File: config.mk
export PLATFORM = sky130hd
export DESIGN_NAME = masked_byte_pattern_scan_unit
export DESIGN_NICKNAME = d
export VERILOG_FILES = /design/src/sv/mbps_pkg.sv /design/src/sv/mbps_fifo.sv /design/src/sv/mbps_front.sv /design/src/sv/mbps_back.sv /design/src/sv/masked_byte_pattern_scan_unit.sv
export VERILOG_INCLUDE_DIRS = /design/src /design/src/sv
export SDC_FILE = /design/constraint.sdc
export NUM_CORES = 2
export LEC_CHECK = 0
export BUFFER_PORTS_ARGS = -buffer_cell sky130_fd_sc_hd__buf_2
export CORE_ASPECT_RATIO = 0.6
export CORE_UTILIZATION = 40
export DETAILED_ROUTE_END_ITERATION = 16
export SLEW_MARGIN = 20
export SYNTH_ARGS = -nofsm -noshare
export SYNTH_HDL_FRONTEND = slang
export SYNTH_SLANG_ARGS = --single-unit
File: constraint.sdc
create_clock -name clk -period 41.4 [get_ports clk]
set_input_delay 4.14 -clock clk [delete_from_list [all_inputs] [get_ports clk]]
set_output_delay 4.14 -clock clk [all_outputs]
set_load 0.05 [all_outputs]
File: src/sv/masked_byte_pattern_scan_unit_defines.svh
// ----------------------------------------------------------------------------
// Assertion macros shared by the scan unit modules.
// Each module that uses them has clk and rst_n in scope.
// ----------------------------------------------------------------------------
`ifndef MASKED_BYTE_PATTERN_SCAN_UNIT_DEFINES_SVH
`define MASKED_BYTE_PATTERN_SCAN_UNIT_DEFINES_SVH

// Check that cons holds in the same cycle as ante.
`define MBPS_ASSERT_IMP(label, ante, cons, msg) \
    label: assert property (@(posedge clk) disable iff (!rst_n) (ante) |-> (cons)) \
        else $error(msg);

// Check that cons holds in the cycle after ante.
`define MBPS_ASSERT_NEXT(label, ante, cons, msg) \
    label: assert property (@(posedge clk) disable iff (!rst_n) (ante) |=> (cons)) \
        else $error(msg);

`endif

File: src/sv/mbps_pkg.sv
// ----------------------------------------------------------------------------
// mbps_pkg
// Types, codes and the hex digit decoder shared by the scan unit modules.
// ----------------------------------------------------------------------------
`default_nettype none

package mbps_pkg;

    // Pattern text characters
    localparam logic [7:0] CH_END   = 8'h00;
    localparam logic [7:0] CH_SPACE = 8'h20;
    localparam logic [7:0] CH_WILD  = 8'h3F;
    localparam logic [7:0] ASCII_0  = 8'h30;
    localparam logic [7:0] ASCII_9  = 8'h39;
    localparam logic [7:0] ASCII_LA = 8'h61;
    localparam logic [7:0] ASCII_LF = 8'h66;
    localparam logic [7:0] ASCII_UA = 8'h41;
    localparam logic [7:0] ASCII_UF = 8'h46;

    localparam logic [7:0] MASK_HIGH = 8'hF0;
    localparam logic [7:0] MASK_LOW  = 8'h0F;

    // Match tally codes
    localparam logic [1:0] TALLY_NONE = 2'd0;
    localparam logic [1:0] TALLY_ONE  = 2'd1;
    localparam logic [1:0] TALLY_MANY = 2'd2;

    // Pattern parser state
    typedef enum logic [1:0] {
        PH_HIGH = 2'd0,
        PH_LOW  = 2'd1,
        PH_BAD  = 2'd2,
        PH_FULL = 2'd3
    } phase_t;

    // Result status codes
    typedef enum logic [1:0] {
        ST_FOUND = 2'd0,
        ST_NONE  = 2'd1,
        ST_AMBIG = 2'd2,
        ST_BAD   = 2'd3
    } status_t;

    // Command from the parser front to the scan back
    typedef struct packed {
        logic       is_data;
        logic [7:0] data_byte;
        logic       last;
        logic       clear_pat;
        logic       append;
        logic [7:0] value;
        logic [7:0] mask;
        logic       set_bad;
        logic       close;
        logic       uniq;
    } cmd_t;

    // Compare stage to tally stage
    typedef struct packed {
        logic        data;
        logic        last;
        logic        hit;
        logic        clr;
        logic        empty_bad;
        logic        uniq;
        logic [63:0] cand;
    } s1_t;

    // One result item
    typedef struct packed {
        logic [63:0] addr;
        status_t     status;
    } res_t;

    typedef struct packed {
        logic       ok;
        logic [3:0] value;
    } hex_t;

    // Decode one ASCII hex digit
    function automatic hex_t hex_decode(input logic [7:0] c);
        hex_t h;
        h.ok    = 1'b1;
        h.value = 4'h0;
        case (c) inside
            [ASCII_0:ASCII_9]:   h.value = 4'(c - ASCII_0);
            [ASCII_LA:ASCII_LF]: h.value = 4'(c - ASCII_LA + 8'd10);
            [ASCII_UA:ASCII_UF]: h.value = 4'(c - ASCII_UA + 8'd10);
            default:             h.ok = 1'b0;
        endcase
        return h;
    endfunction

endpackage

`default_nettype wire

File: src/sv/mbps_fifo.sv
// ----------------------------------------------------------------------------
// mbps_fifo
// Small register queue with count-based full and empty flags.
// ----------------------------------------------------------------------------
`default_nettype none

`include "masked_byte_pattern_scan_unit_defines.svh"

module mbps_fifo #(
    parameter int WIDTH = 8,
    parameter int DEPTH = 4
) (
    input  wire logic             clk,
    input  wire logic             rst_n,
    input  wire logic             push,
    input  wire logic [WIDTH-1:0] wdata,
    output logic                  full,
    input  wire logic             pop,
    output logic [WIDTH-1:0]      rdata,
    output logic                  empty
);

    localparam int AW = $clog2(DEPTH);

    logic [WIDTH-1:0] mem_reg [DEPTH];
    logic [AW-1:0]    wptr_reg, wptr_next;
    logic [AW-1:0]    rptr_reg, rptr_next;
    logic [AW:0]      count_reg, count_next;
    logic             do_push, do_pop;

    assign do_push = push && !full;
    assign do_pop  = pop && !empty;
    assign full    = (count_reg == (AW+1)'(DEPTH));
    assign empty   = (count_reg == '0);
    assign rdata   = mem_reg[rptr_reg];

    // Advance pointers and count
    always_comb
    begin
        wptr_next  = do_push ? wptr_reg + 1'b1 : wptr_reg;
        rptr_next  = do_pop ? rptr_reg + 1'b1 : rptr_reg;
        count_next = count_reg;
        if (do_push && !do_pop)
        begin
            count_next = count_reg + 1'b1;
        end
        else if (do_pop && !do_push)
        begin
            count_next = count_reg - 1'b1;
        end
    end

    always_ff @(posedge clk or negedge rst_n)
    begin
        if (!rst_n)
        begin
            wptr_reg  <= '0;
            rptr_reg  <= '0;
            count_reg <= '0;
        end
        else
        begin
            wptr_reg  <= wptr_next;
            rptr_reg  <= rptr_next;
            count_reg <= count_next;
        end
    end

    // Store the incoming entry
    always_ff @(posedge clk)
    begin
        if (do_push)
        begin
            mem_reg[wptr_reg] <= wdata;
        end
    end

    `MBPS_ASSERT_IMP(a_no_push_full, push, !full, "push into a full queue")
    `MBPS_ASSERT_IMP(a_count_bound, 1'b1, count_reg <= (AW+1)'(DEPTH), "queue count above depth")

endmodule

`default_nettype wire

File: src/sv/mbps_front.sv
// ----------------------------------------------------------------------------
// mbps_front
// Parses pattern text into masked pattern bytes and issues scan commands.
// ----------------------------------------------------------------------------
`default_nettype none

`include "masked_byte_pattern_scan_unit_defines.svh"

module mbps_front #(
    parameter int MAX_PATTERN = 64
) (
    input  wire logic        clk,
    input  wire logic        rst_n,
    input  wire logic        accept,
    input  wire logic        mode,
    input  wire logic [7:0]  pattern_char,
    input  wire logic        unique_mode,
    input  wire logic [7:0]  data_byte,
    input  wire logic        last_byte,
    output mbps_pkg::cmd_t   cmd
);

    localparam int LEN_W = $clog2(MAX_PATTERN + 1);

    mbps_pkg::phase_t phase_reg, phase_next;
    logic [LEN_W-1:0] len_reg, len_next;
    logic [7:0]       pval_reg, pval_next;
    logic [7:0]       pmask_reg, pmask_next;
    logic             closed_reg, closed_next;

    mbps_pkg::phase_t eff_phase;
    logic [LEN_W-1:0] eff_len;
    logic [7:0]       eff_pval;
    logic [7:0]       eff_pmask;
    logic             start_new;
    logic             is_end;
    logic             is_space;
    logic             is_wild;
    mbps_pkg::hex_t   hex;
    mbps_pkg::phase_t commit_phase;

    // Classify the character and apply a pending pattern restart
    always_comb
    begin
        is_end    = (pattern_char == mbps_pkg::CH_END);
        is_space  = (pattern_char == mbps_pkg::CH_SPACE);
        is_wild   = (pattern_char == mbps_pkg::CH_WILD);
        hex       = mbps_pkg::hex_decode(pattern_char);
        start_new = !mode && !is_end && closed_reg;
        eff_phase = start_new ? mbps_pkg::PH_HIGH : phase_reg;
        eff_len   = start_new ? '0 : len_reg;
        eff_pval  = start_new ? 8'h00 : pval_reg;
        eff_pmask = start_new ? 8'h00 : pmask_reg;
        commit_phase = (eff_len == LEN_W'(MAX_PATTERN - 1)) ?
                       mbps_pkg::PH_FULL : mbps_pkg::PH_HIGH;
    end

    // Next parser state
    always_comb
    begin
        phase_next  = phase_reg;
        len_next    = len_reg;
        pval_next   = pval_reg;
        pmask_next  = pmask_reg;
        closed_next = closed_reg;
        if (accept && !mode)
        begin
            if (is_end)
            begin
                closed_next = 1'b1;
                if (phase_reg == mbps_pkg::PH_LOW)
                begin
                    len_next   = len_reg + 1'b1;
                    phase_next = commit_phase;
                    pval_next  = 8'h00;
                    pmask_next = 8'h00;
                end
            end
            else
            begin
                closed_next = 1'b0;
                phase_next  = eff_phase;
                len_next    = eff_len;
                pval_next   = eff_pval;
                pmask_next  = eff_pmask;
                unique case (eff_phase) inside
                    mbps_pkg::PH_HIGH:
                    begin
                        if (is_wild)
                        begin
                            pval_next  = 8'h00;
                            pmask_next = 8'h00;
                            phase_next = mbps_pkg::PH_LOW;
                        end
                        else if (hex.ok)
                        begin
                            pval_next  = {hex.value, 4'h0};
                            pmask_next = mbps_pkg::MASK_HIGH;
                            phase_next = mbps_pkg::PH_LOW;
                        end
                        else if (!is_space)
                        begin
                            phase_next = mbps_pkg::PH_BAD;
                        end
                    end
                    mbps_pkg::PH_LOW:
                    begin
                        if (is_space || is_wild || hex.ok)
                        begin
                            len_next   = eff_len + 1'b1;
                            phase_next = commit_phase;
                            pval_next  = 8'h00;
                            pmask_next = 8'h00;
                        end
                        else
                        begin
                            phase_next = mbps_pkg::PH_BAD;
                        end
                    end
                    mbps_pkg::PH_BAD, mbps_pkg::PH_FULL:
                    begin
                        phase_next = eff_phase;
                    end
                    default:
                    begin
                        phase_next = eff_phase;
                    end
                endcase
            end
        end
    end

    // Build the command for the back part
    always_comb
    begin
        cmd           = '0;
        cmd.is_data   = mode;
        cmd.data_byte = data_byte;
        cmd.last      = last_byte;
        if (!mode)
        begin
            if (is_end)
            begin
                cmd.close  = 1'b1;
                cmd.uniq   = unique_mode;
                cmd.append = (phase_reg == mbps_pkg::PH_LOW);
                cmd.value  = pval_reg;
                cmd.mask   = pmask_reg;
            end
            else
            begin
                cmd.clear_pat = start_new;
                unique case (eff_phase) inside
                    mbps_pkg::PH_HIGH:
                    begin
                        cmd.set_bad = !is_space && !is_wild && !hex.ok;
                    end
                    mbps_pkg::PH_LOW:
                    begin
                        if (is_space || is_wild)
                        begin
                            cmd.append = 1'b1;
                            cmd.value  = eff_pval;
                            cmd.mask   = eff_pmask;
                        end
                        else if (hex.ok)
                        begin
                            cmd.append = 1'b1;
                            cmd.value  = eff_pval | {4'h0, hex.value};
                            cmd.mask   = eff_pmask | mbps_pkg::MASK_LOW;
                        end
                        else
                        begin
                            cmd.set_bad = 1'b1;
                        end
                    end
                    mbps_pkg::PH_BAD, mbps_pkg::PH_FULL:
                    begin
                        cmd.set_bad = 1'b0;
                    end
                    default:
                    begin
                        cmd.set_bad = 1'b0;
                    end
                endcase
            end
        end
    end

    always_ff @(posedge clk or negedge rst_n)
    begin
        if (!rst_n)
        begin
            phase_reg  <= mbps_pkg::PH_HIGH;
            len_reg    <= '0;
            pval_reg   <= 8'h00;
            pmask_reg  <= 8'h00;
            closed_reg <= 1'b0;
        end
        else
        begin
            phase_reg  <= phase_next;
            len_reg    <= len_next;
            pval_reg   <= pval_next;
            pmask_reg  <= pmask_next;
            closed_reg <= closed_next;
        end
    end

    `MBPS_ASSERT_IMP(a_full_at_max, phase_reg == mbps_pkg::PH_FULL,
        len_reg == LEN_W'(MAX_PATTERN), "parser full below the pattern limit")

endmodule

`default_nettype wire

File: src/sv/mbps_back.sv
// ----------------------------------------------------------------------------
// mbps_back
// Holds the pattern and the byte window, compares under mask and reports.
// ----------------------------------------------------------------------------
`default_nettype none

`include "masked_byte_pattern_scan_unit_defines.svh"

module mbps_back #(
    parameter int MAX_PATTERN = 64
) (
    input  wire logic           clk,
    input  wire logic           rst_n,
    input  wire logic           cmd_valid,
    input  wire mbps_pkg::cmd_t cmd,
    output logic                cmd_pop,
    input  wire logic [63:0]    region_base,
    input  wire logic           res_full,
    output logic                res_push,
    output mbps_pkg::res_t      res
);

    localparam int LEN_W = $clog2(MAX_PATTERN + 1);

    // Window and pattern are stored newest first, so lane j lines up
    logic [7:0]             win_reg   [MAX_PATTERN];
    logic [7:0]             pval_reg  [MAX_PATTERN];
    logic [7:0]             pmask_reg [MAX_PATTERN];
    logic [MAX_PATTERN-1:0] pvld_reg, pvld_next;
    logic [LEN_W-1:0]       plen_reg, plen_next;
    logic                   bad_reg, bad_next;
    logic                   uniq_reg, uniq_next;
    logic [63:0]            seen_reg, seen_next;
    logic                   s1_valid_reg;
    mbps_pkg::s1_t          s1_reg, s1_next;
    logic [1:0]             tally_reg, tally_next;
    logic [63:0]            off_reg, off_next;

    logic [7:0]             lane_byte [MAX_PATTERN];
    logic [MAX_PATTERN-1:0] lane_ok;
    logic [63:0]            seen_inc;
    logic [63:0]            plen_ext;
    logic                   stall;
    logic                   s1_fire;
    logic [1:0]             tally_hit;
    logic [63:0]            off_hit;

    assign stall   = s1_valid_reg && s1_reg.data && s1_reg.last && res_full;
    assign cmd_pop = cmd_valid && !stall;
    assign s1_fire = s1_valid_reg && !stall;

    // Compare every lane of the shifted window under the mask
    always_comb
    begin
        for (int j = 0; j < MAX_PATTERN; j++)
        begin
            if (j == 0)
            begin
                lane_byte[j] = cmd.data_byte;
            end
            else
            begin
                lane_byte[j] = win_reg[j-1];
            end
            lane_ok[j] = !pvld_reg[j] ||
                         (((lane_byte[j] ^ pval_reg[j]) & pmask_reg[j]) == 8'h00);
        end
    end

    // Update the scan state and fill the compare stage
    always_comb
    begin
        seen_inc  = seen_reg + 64'd1;
        plen_ext  = {{(64-LEN_W){1'b0}}, plen_reg};
        pvld_next = pvld_reg;
        plen_next = plen_reg;
        bad_next  = bad_reg;
        uniq_next = uniq_reg;
        seen_next = seen_reg;

        s1_next.data      = cmd.is_data;
        s1_next.last      = cmd.last;
        s1_next.clr       = !cmd.is_data && cmd.close;
        s1_next.empty_bad = (plen_reg == '0) || bad_reg;
        s1_next.uniq      = uniq_reg;
        s1_next.cand      = seen_inc - plen_ext;
        s1_next.hit       = cmd.is_data && (plen_reg != '0) && !bad_reg &&
                            (seen_inc >= plen_ext) && (&lane_ok);

        if (cmd.is_data)
        begin
            seen_next = cmd.last ? 64'd0 : seen_inc;
        end
        else
        begin
            if (cmd.clear_pat)
            begin
                pvld_next = '0;
                plen_next = '0;
                bad_next  = 1'b0;
            end
            if (cmd.set_bad)
            begin
                bad_next = 1'b1;
            end
            if (cmd.append)
            begin
                for (int j = 0; j < MAX_PATTERN; j++)
                begin
                    if (j == 0)
                    begin
                        pvld_next[j] = 1'b1;
                    end
                    else
                    begin
                        pvld_next[j] = pvld_reg[j-1];
                    end
                end
                plen_next = plen_reg + 1'b1;
            end
            if (cmd.close)
            begin
                uniq_next = cmd.uniq;
                seen_next = 64'd0;
            end
        end
    end

    always_ff @(posedge clk or negedge rst_n)
    begin
        if (!rst_n)
        begin
            pvld_reg     <= '0;
            plen_reg     <= '0;
            bad_reg      <= 1'b0;
            uniq_reg     <= 1'b0;
            seen_reg     <= 64'd0;
            s1_valid_reg <= 1'b0;
        end
        else
        begin
            if (cmd_pop)
            begin
                pvld_reg <= pvld_next;
                plen_reg <= plen_next;
                bad_reg  <= bad_next;
                uniq_reg <= uniq_next;
                seen_reg <= seen_next;
            end
            if (!stall)
            begin
                s1_valid_reg <= cmd_pop;
            end
        end
    end

    // Shift the window, the pattern and the compare stage payload
    always_ff @(posedge clk)
    begin
        if (cmd_pop && cmd.is_data)
        begin
            for (int j = 0; j < MAX_PATTERN; j++)
            begin
                win_reg[j] <= lane_byte[j];
            end
        end
        if (cmd_pop && !cmd.is_data && cmd.append)
        begin
            for (int j = 0; j < MAX_PATTERN; j++)
            begin
                if (j == 0)
                begin
                    pval_reg[j]  <= cmd.value;
                    pmask_reg[j] <= cmd.mask;
                end
                else
                begin
                    pval_reg[j]  <= pval_reg[j-1];
                    pmask_reg[j] <= pmask_reg[j-1];
                end
            end
        end
        if (cmd_pop)
        begin
            s1_reg <= s1_next;
        end
    end

    // Tally matches and form the result on the last region byte
    always_comb
    begin
        tally_hit = tally_reg;
        off_hit   = off_reg;
        if (s1_reg.hit)
        begin
            if (tally_reg == mbps_pkg::TALLY_NONE)
            begin
                tally_hit = mbps_pkg::TALLY_ONE;
                off_hit   = s1_reg.cand;
            end
            else
            begin
                tally_hit = mbps_pkg::TALLY_MANY;
            end
        end

        res.addr   = 64'd0;
        res.status = mbps_pkg::ST_FOUND;
        if (s1_reg.empty_bad)
        begin
            res.status = mbps_pkg::ST_BAD;
        end
        else if (tally_hit == mbps_pkg::TALLY_NONE)
        begin
            res.status = mbps_pkg::ST_NONE;
        end
        else if (s1_reg.uniq && (tally_hit == mbps_pkg::TALLY_MANY))
        begin
            res.status = mbps_pkg::ST_AMBIG;
        end
        else
        begin
            res.addr = region_base + off_hit;
        end

        res_push   = s1_valid_reg && s1_reg.data && s1_reg.last && !res_full;
        tally_next = tally_reg;
        off_next   = off_reg;
        if (s1_fire)
        begin
            if (s1_reg.clr || (s1_reg.data && s1_reg.last))
            begin
                tally_next = mbps_pkg::TALLY_NONE;
                off_next   = 64'd0;
            end
            else
            begin
                tally_next = tally_hit;
                off_next   = off_hit;
            end
        end
    end

    always_ff @(posedge clk or negedge rst_n)
    begin
        if (!rst_n)
        begin
            tally_reg <= mbps_pkg::TALLY_NONE;
            off_reg   <= 64'd0;
        end
        else
        begin
            tally_reg <= tally_next;
            off_reg   <= off_next;
        end
    end

    `MBPS_ASSERT_IMP(a_len_tracks_valid, 1'b1,
        $countones(pvld_reg) == int'(plen_reg), "pattern length out of step with valid lanes")
    `MBPS_ASSERT_NEXT(a_stall_holds, stall,
        s1_valid_reg && $stable(s1_reg), "compare stage moved while stalled")
    `MBPS_ASSERT_IMP(a_tally_code, 1'b1,
        tally_reg != 2'd3, "match tally holds an unused code")

endmodule

`default_nettype wire

File: src/sv/masked_byte_pattern_scan_unit.sv
// ----------------------------------------------------------------------------
// masked_byte_pattern_scan_unit
// Byte signature scanner with nibble wildcards over a streamed region.
// ----------------------------------------------------------------------------
// Usage:
//   Input queue (push/full): mode 0 carries one pattern text character,
//   pattern_char 0 closes the pattern and latches unique_mode; mode 1 carries
//   one region byte, last_byte marks the end of the region.
//   Result queue (empty/pop): one result per region, match_address and status
//   (found, no match, ambiguous, bad or empty pattern).
//   Config channel (cfg_valid/cfg_ready): writes region_base; cfg_ready is
//   always high. Write it only while no item is in flight.
//   Throughput: one item per cycle while full is low, pattern characters and
//   region bytes alike; the window compare checks all pattern lanes in parallel.
//   A last region byte's result passes through the command queue, the
//   compare stage, then the tally into the result queue.
//   When the receiver stalls, results collect in the result queue, then the
//   compare stage holds, then the command queue fills and full rises.
//   Reset clears the pattern, the scan state and region_base; no clearing
//   pass is needed.
// ----------------------------------------------------------------------------
`default_nettype none

module masked_byte_pattern_scan_unit #(
    parameter int MAX_PATTERN = 64
) (
    input  wire logic        clk,
    input  wire logic        rst_n,
    input  wire logic        push,
    output logic             full,
    input  wire logic        mode,
    input  wire logic [7:0]  pattern_char,
    input  wire logic        unique_mode,
    input  wire logic [7:0]  data_byte,
    input  wire logic        last_byte,
    output logic             empty,
    input  wire logic        pop,
    output logic [63:0]      match_address,
    output logic [1:0]       status,
    input  wire logic        cfg_valid,
    output logic             cfg_ready,
    input  wire logic [63:0] cfg_data
);

    localparam int CMD_W   = $bits(mbps_pkg::cmd_t);
    localparam int RES_W   = $bits(mbps_pkg::res_t);
    localparam int CMD_DEP = 4;
    localparam int RES_DEP = 2;

    logic [63:0]    region_base_reg;
    logic           accept;
    mbps_pkg::cmd_t front_cmd;
    mbps_pkg::cmd_t back_cmd;
    logic           cmd_empty;
    logic           cmd_pop;
    logic           res_full;
    logic           res_push;
    mbps_pkg::res_t back_res;
    mbps_pkg::res_t out_res;

    assign cfg_ready     = 1'b1;
    assign accept        = push && !full;
    assign match_address = out_res.addr;
    assign status        = out_res.status;

    // Hold the region base address
    always_ff @(posedge clk or negedge rst_n)
    begin
        if (!rst_n)
        begin
            region_base_reg <= 64'd0;
        end
        else if (cfg_valid && cfg_ready)
        begin
            region_base_reg <= cfg_data;
        end
    end

    mbps_front #(
        .MAX_PATTERN (MAX_PATTERN)
    ) u_front (
        .clk          (clk),
        .rst_n        (rst_n),
        .accept       (accept),
        .mode         (mode),
        .pattern_char (pattern_char),
        .unique_mode  (unique_mode),
        .data_byte    (data_byte),
        .last_byte    (last_byte),
        .cmd          (front_cmd)
    );

    mbps_fifo #(
        .WIDTH (CMD_W),
        .DEPTH (CMD_DEP)
    ) u_cmd_fifo (
        .clk   (clk),
        .rst_n (rst_n),
        .push  (accept),
        .wdata (front_cmd),
        .full  (full),
        .pop   (cmd_pop),
        .rdata (back_cmd),
        .empty (cmd_empty)
    );

    mbps_back #(
        .MAX_PATTERN (MAX_PATTERN)
    ) u_back (
        .clk         (clk),
        .rst_n       (rst_n),
        .cmd_valid   (!cmd_empty),
        .cmd         (back_cmd),
        .cmd_pop     (cmd_pop),
        .region_base (region_base_reg),
        .res_full    (res_full),
        .res_push    (res_push),
        .res         (back_res)
    );

    mbps_fifo #(
        .WIDTH (RES_W),
        .DEPTH (RES_DEP)
    ) u_res_fifo (
        .clk   (clk),
        .rst_n (rst_n),
        .push  (res_push),
        .wdata (back_res),
        .full  (res_full),
        .pop   (pop),
        .rdata (out_res),
        .empty (empty)
    );

endmodule

`default_nettype wire

### Word-level counts from Yosys, hierarchy flattened

Memories as Yosys holds them, arrays and structs flattened.
Index checks and enable logic that the tools add are counted.

* flip-flop bits (word level): 375
* latch bits: 0
* memory bits (writable): 1792
* bits in read-only memories: 0
* input port bits: 88
* output and inout bits: 69
* logic and storage cells: 539
* memories kept: 5

* add/subtract/negate cells: 19
* multipliers: 0
* divide/modulo/power cells: 0
* magnitude comparators: 7
* eq/ne operators: 9
* shifts and indexed selects: 0
* muxes and demuxes: 78
* bitwise operators: 130
* reductions and logical operators: 264

Memory list
* u_back.pmask_reg: words 64, bits a word 8, read ports 64, clocked after Yosys merged registers in 0, wr ports 64, RTL line mbps_back.sv:28 `logic [7:0] pmask_reg [MAX_PATTERN];`
* u_back.pval_reg: words 64, bits a word 8, read ports 64, clocked after Yosys merged registers in 0, wr ports 64, RTL line mbps_back.sv:27 `logic [7:0] pval_reg [MAX_PATTERN];`
* u_back.win_reg: words 64, bits a word 8, read ports 63, clocked after Yosys merged registers in 0, wr ports 64, RTL line mbps_back.sv:26 `logic [7:0] win_reg [MAX_PATTERN];`
* u_res_fifo.mem_reg: words 2, bits a word 66, read ports 1, clocked after Yosys merged registers in 0, wr ports 1, RTL line mbps_fifo.sv:25 `logic [WIDTH-1:0] mem_reg [DEPTH];`
* u_cmd_fifo.mem_reg: words 4, bits a word 31, read ports 1, clocked after Yosys merged registers in 0, wr ports 1, RTL line mbps_fifo.sv:25

Operators with widths (number)
* two-way mux 64 bit: 11
* logical NOT 8 bit: 65
* AND 8 bit: 64
* bitwise XOR 8 bit: 64
* two-way mux 8 bit: 11
* logical NOT 1 bit: 80
* logical OR 1 bit: 68
* two-way mux 17 bit: 4
* adder 64 x 1 -> 64 bit (second input constant): 1
* adder 64 bit: 1
* greater-or-equal comparator 64 x 7 -> 1 bit: 1
* AND reduction 64 bit: 1
* subtractor 64 x 7 -> 64 bit: 1
* two-way mux 7 bit: 7
* two-way mux 2 bit: 17
* logical AND 1 bit: 33
* one-hot mux 8 bit (2 select lines): 2
* adder 7 x 1 -> 7 bit (second input constant): 3
* two-way mux 21 bit: 1
* two-way mux 1 bit: 18
* equality test 8 x 6 -> 1 bit (second input constant): 2
* greater-or-equal comparator 8 x 7 -> 1 bit (second input constant): 2
* less-or-equal comparator 8 x 7 -> 1 bit (second input constant): 2
* two-way mux 4 bit: 3
* other kinds (26): 45

### Logic depth before layout (Yosys ltp)

* depth in word-level cells: 11
* depth in mapped cells: 15
* gate-level depth less buffers: 13

### Modules after synthesis

From an unflattened synthesis, not the netlist that was laid out.

* cells, all modules: 5111
* area total of the unflattened synthesis: 86060.0 sq um

By module, submodules not included
* mbps_back: times used 1, cells an instance 4342, area an instance 71386.0 sq um
* mbps_fifo (u_res_fifo): times used 1, cells an instance 224, area an instance 5072.4 sq um
* mbps_fifo (u_cmd_fifo): times used 1, cells an instance 198, area an instance 4944.7 sq um
* masked_byte_pattern_scan_unit: times used 1, cells an instance 139, area an instance 2700.1 sq um
* mbps_front: times used 1, cells an instance 208, area an instance 1956.9 sq um

### Worst setup path after synthesis

Ideal clock, no wire load.

* kind: register to register
* start point: register u_cmd_fifo.rptr_reg[0]
* end point: register u_back.pvld_reg[10]
* arrival time: 32.037 ns
* data required time: 41.225 ns
* setup slack: 9.188 ns
* stages on the path, launching flop included: 8
* period minus slack after synthesis: 32.212 ns
* cells stage by stage: dfrtp_1 clkbuf_1 mux4_2 nor2_1 nand2_1 inv_1 clkbuf_1 a22o_1

RTL lines
* start: declaration: RTL line mbps_fifo.sv:27 `logic [AW-1:0] rptr_reg, rptr_next;`
* start signal: assignment: RTL line mbps_fifo.sv:64 `rptr_reg <= rptr_next;`
* end signal: assignment: RTL line mbps_back.sv:144 `pvld_reg <= pvld_next;`
* end: declaration: RTL line mbps_back.sv:29 `logic [MAX_PATTERN-1:0] pvld_reg, pvld_next;`

### Final worst setup path

* start point: register u_res_fifo.rptr_reg
* end point: output match_address[23]

* word-level cells in the longest chain between the ends: 1

RTL lines
* start: declaration: RTL line mbps_fifo.sv:27
* start signal: assignment: RTL line mbps_fifo.sv:64
* memory read (2 x 66 bit)
* end: declaration: RTL line masked_byte_pattern_scan_unit.sv:38 `output logic [63:0] match_address,`

No other way between the ends.

==> impl_metrics.csv <==
group,metric,value,unit
sta,finalHoldViolCount,0,
yosys,synth_ff_type,"edfxtp_1",
min_path,hold_class,"reg -> reg",
yosys,synthesis.nets,5355,
outcome,status,"finished clean",
clock_tree,numCtsBuffers,199,
job,drv_cap,0,
floorplan,io_pins,157,
yosys,synth_cells,5178,
sta,fin_crit,6.85,ns
worst_setup_path,required,37.26,ns
worst_setup_path,start_kind,"flop",
global_routing,grt_pass1_wl,289,mm
detailed_routing,wire_per_inst,23.0,µm
clock_tree,cts_tree,"built",
place,port_buffers,155,
floorplan,start_util,40.2,%
final_layout,fin_nets,5593,
worst_setup_path,cp_top_family,"buffers and inverters",
yosys,yosys-top-cells-area,"edfxtp_1 (65%), dfrtp_1 (8.9%), xor2_1 (5.9%), mux2_2 (2.6%), a22oi_1 (2.5%)",
detailed_routing,vias,45800,
clock_tree,clk_latency,0.86,ns
floorplan,die_h,360,µm
floorplan,core_area,213000,µm²
yosys,synth_edf_count,1854,
worst_setup_path,path_cells,"buf_4 -> mux2_2 -> buf_2",
global_routing,gr-usage-all-layers,17.7,%
detailed_routing,drt_iter0_drc,5603,
worst_setup_path,cpPeakStageDelay,0.68,ns
yosys,ys_seq_area_share,74.0,%
global_routing,overflow,0,
detailed_routing,drt-total-wl,194,mm
clock_tree,htreeDepth,4,
pwr,p_leak,34.1,nW
global_routing,antenna_found_initial,27,
worst_setup_path,cp.arrival,2.71,ns
yosys,yosys_warnings,0,
clock_tree,post_cts_resized,0,
final_layout,syn_to_final_growth,12.2,%
sta,post-route-period-util,16.6,%
global_routing,grt_pass1_vias,43900,
sta,rsz0062_at_grt,"no",
detailed_routing,dr.pass1.iters,6,
clock_tree,cts_hold_buffers,0,
global_routing,grt_max_degree,170,
yosys,yosys_register_bits,2159,
clock_tree,cts_setup_buffers,0,
worst_setup_path,critPathKind,"reg -> out",
yosys,synth_top_area_cell,"edfxtp_1",
sta,drv_slew,0,
worst_setup_path,cpMaxStageDelayCell,"buf_4",
clock_tree,path_clk_slew,0.07,ns
clock_tree,clock_path_buffers,4,
sta,fin_skew,0.0843,ns
yosys,avgSynthCellArea,16.5,µm²
detailed_routing,viasPerCell,5.43,
sta,max_freq,0.146,GHz
pwr,p_per_area,93.6,nW/µm²
place,routabilityCongestion,0.941,
pwr,vdd_drop_max,0.0000776,V
floorplan,die_width,599,µm
sta,fin_worst_hold_slack,0.403,ns
detailed_routing,ant_nets,0,
yosys,synthArstFlopShare,14.1,%
yosys,yosysUniqueCellTypes,91,
worst_setup_path,cp_max_fo,66,
worst_setup_path,endpoint_kind,"primary output",
yosys,syn-cell-area,85600,µm²
final_layout,fillers,18400,
clock_tree,clock-root-buffer,"clkbuf_16",
yosys,synth_top_cell_area_share,65.1,%
place,dp.final_hpwl,134,mm
clock_tree,clock_sinks,2159,
sta,tightest_slew,1.18,ns
final_layout,drive_gt1_share,14.1,%
worst_setup_path,crit_buf_inv,2,
sta,fin_tns_setup,0,ns
detailed_routing,drc,0,
floorplan,fp.dieArea,216000,µm²
sta,slew_headroom,21.5,%
floorplan,num_rows,131,
sta,setup_viol,0,
## cell usage after synthesis (all sizes together) (6+ instances only)
cell type	number
nand2	190
mux4	31
a32o	63
a31oi	17
xor2	575
a22o	70
a211oi	10
nor2b	18
a211o	8
and3	26
or4	8
o21bai	17
buf	42
mux2	196
a2111oi	6
nor2	193
or3	16
and2	26
nand3	71
xnor2	116
nand4	136
o21ai	162
a31o	6
nor3b	9
o21a	13
clkbuf	127
dfrtp	305
o211ai	10
mux2i	7
o31ai	33
and4	15
inv	61
a21oi	109
a22oi	289
or2	11
a21o	69
ha	86
edfxtp	1854
nand2b	9
nor4	36
nor3	60
## layer usage
layer / vias to the layer above / track usage [%] / part of all wire (%)
li1: 20600 / - / -
met5: - / 0 / 0.047
met4: 16 / 2.90 / 1.4
met2: 1624 / 21.0 / 37
met1: 23400 / 30.4 / 52
met3: 231 / 5.40 / 10
## stage by stage
stage / util, % / area, µm² / setup slack (ns) / total power, W / instances
2_1_floorplan: - / 85600 / 9.19 / 0.00701 / 5178
3_3_place_gp: 42.2 / 89700 / 33.84 / 0.00719 / 8074
3_5_place_dp: 42.2 / 89700 / 33.90 / 0.00722 / 8074
4_1_cts: 45.1 / 96000 / 34.50 / 0.00904 / 8426
5_1_grt: 45.2 / 96000 / 34.39 / 0.00946 / 8428
6_report: 45.2 / 96000 / 34.55 / 0.00899 / 8439
## worst register-to-register path: cells and delay by family (launching register included)
family                     cells  cell delay, ns
AOI/OAI and AO/OA              7            2.91
buffers and inverters          3            1.02
and+or+nand+nor                2            0.71
muxes                          1            0.50
DFF                            1            0.42
adders and majority gates      1            0.39
xor gates and xnor gates       1            0.20
## cell families (layout without fill, tap and decap cells)
| kind of cell | after synthesis | count (layout) | share of synthesized area [%] |
|---|---|---|---|
| simple gates | 839 | 839 | 5.23 |
| other cells | 1 | 14 | 0.00438 |
| compound gates | 935 | 935 | 7.82 |
| fa+ha+maj | 89 | 89 | 1.33 |
| xor+xnor | 691 | 691 | 7.07 |
| buf+inv | 230 | 619 | 1.08 |
| mux | 234 | 234 | 3.48 |
| flops | 2159 | 2159 | 74.0 |
## final cells by class
cell class / instances / area [µm²] / share of cell area (%)
well taps: 2859 / 3580 / 3.73
multi-input cells: 2789 / 21400 / 22.3
repair buffers: 206 / 1210 / 1.26
flip-flops and latches: 2159 / 63300 / 65.9
clock inverters: 93 / 921 / 0.959
inverters: 61 / 244 / 0.254
clock buffers: 259 / 5330 / 5.55
diodes: 13 / 32.5 / 0.0339
## report_power, final
part           leakage [nW]  switching, W  total (W)  internal, W
Clock                  3.02      0.000782    0.00179      0.00101
Combinational          9.56       0.00184    0.00265     0.000812
Sequential             21.6      0.000610    0.00455      0.00394
## final timing paths
check / from / endpoint / slack, ns / cells past startpoint
hold reg to reg: u_back.pmask_reg[1][77]$_DFFE_PP_ / u_back.pmask_reg[1][85]$_DFFE_PP_ / 0.40 / 0
setup / recovery: u_res_fifo.rptr_reg$_DFFE_PN0P_ / match_address[23] / 34.55 / 3
hold / removal: u_back.pmask_reg[1][77]$_DFFE_PP_ / u_back.pmask_reg[1][85]$_DFFE_PP_ / 0.40 / 0
setup reg to reg: u_back.tally_reg[1]$_DFFE_PN0P_ / u_res_fifo.mem_reg[1][56]$_DFFE_PP_ / 34.93 / 15
min in group asynchronous: rst_n / region_base_reg[32]$_DFFE_PN0P_ / 3.40 / 1
max in group asynchronous: rst_n / u_cmd_fifo.rptr_reg[0]$_DFFE_PN0P_ / 35.89 / 3
## cell usage in the layout (no fill, tap or decap), drive strengths merged, types with 69 or more instances in the layout
| cell | netlist | final |
|---|---|---|
| o21ai | 162 | 162 |
| dfrtp | 305 | 305 |
| edfxtp | 1854 | 1854 |
| a22oi | 289 | 289 |
| nand3 | 71 | 71 |
| a22o | 70 | 70 |
| xnor2 | 116 | 116 |
| buf | 42 | 206 |
| a21oi | 109 | 109 |
| a21o | 69 | 69 |
| nor2 | 193 | 193 |
| ha | 86 | 86 |
| xor2 | 575 | 575 |
| mux2 | 196 | 196 |
| nand2 | 190 | 190 |
| clkbuf | 127 | 259 |
| nand4 | 136 | 136 |
(Power assumes the default switching activity.)
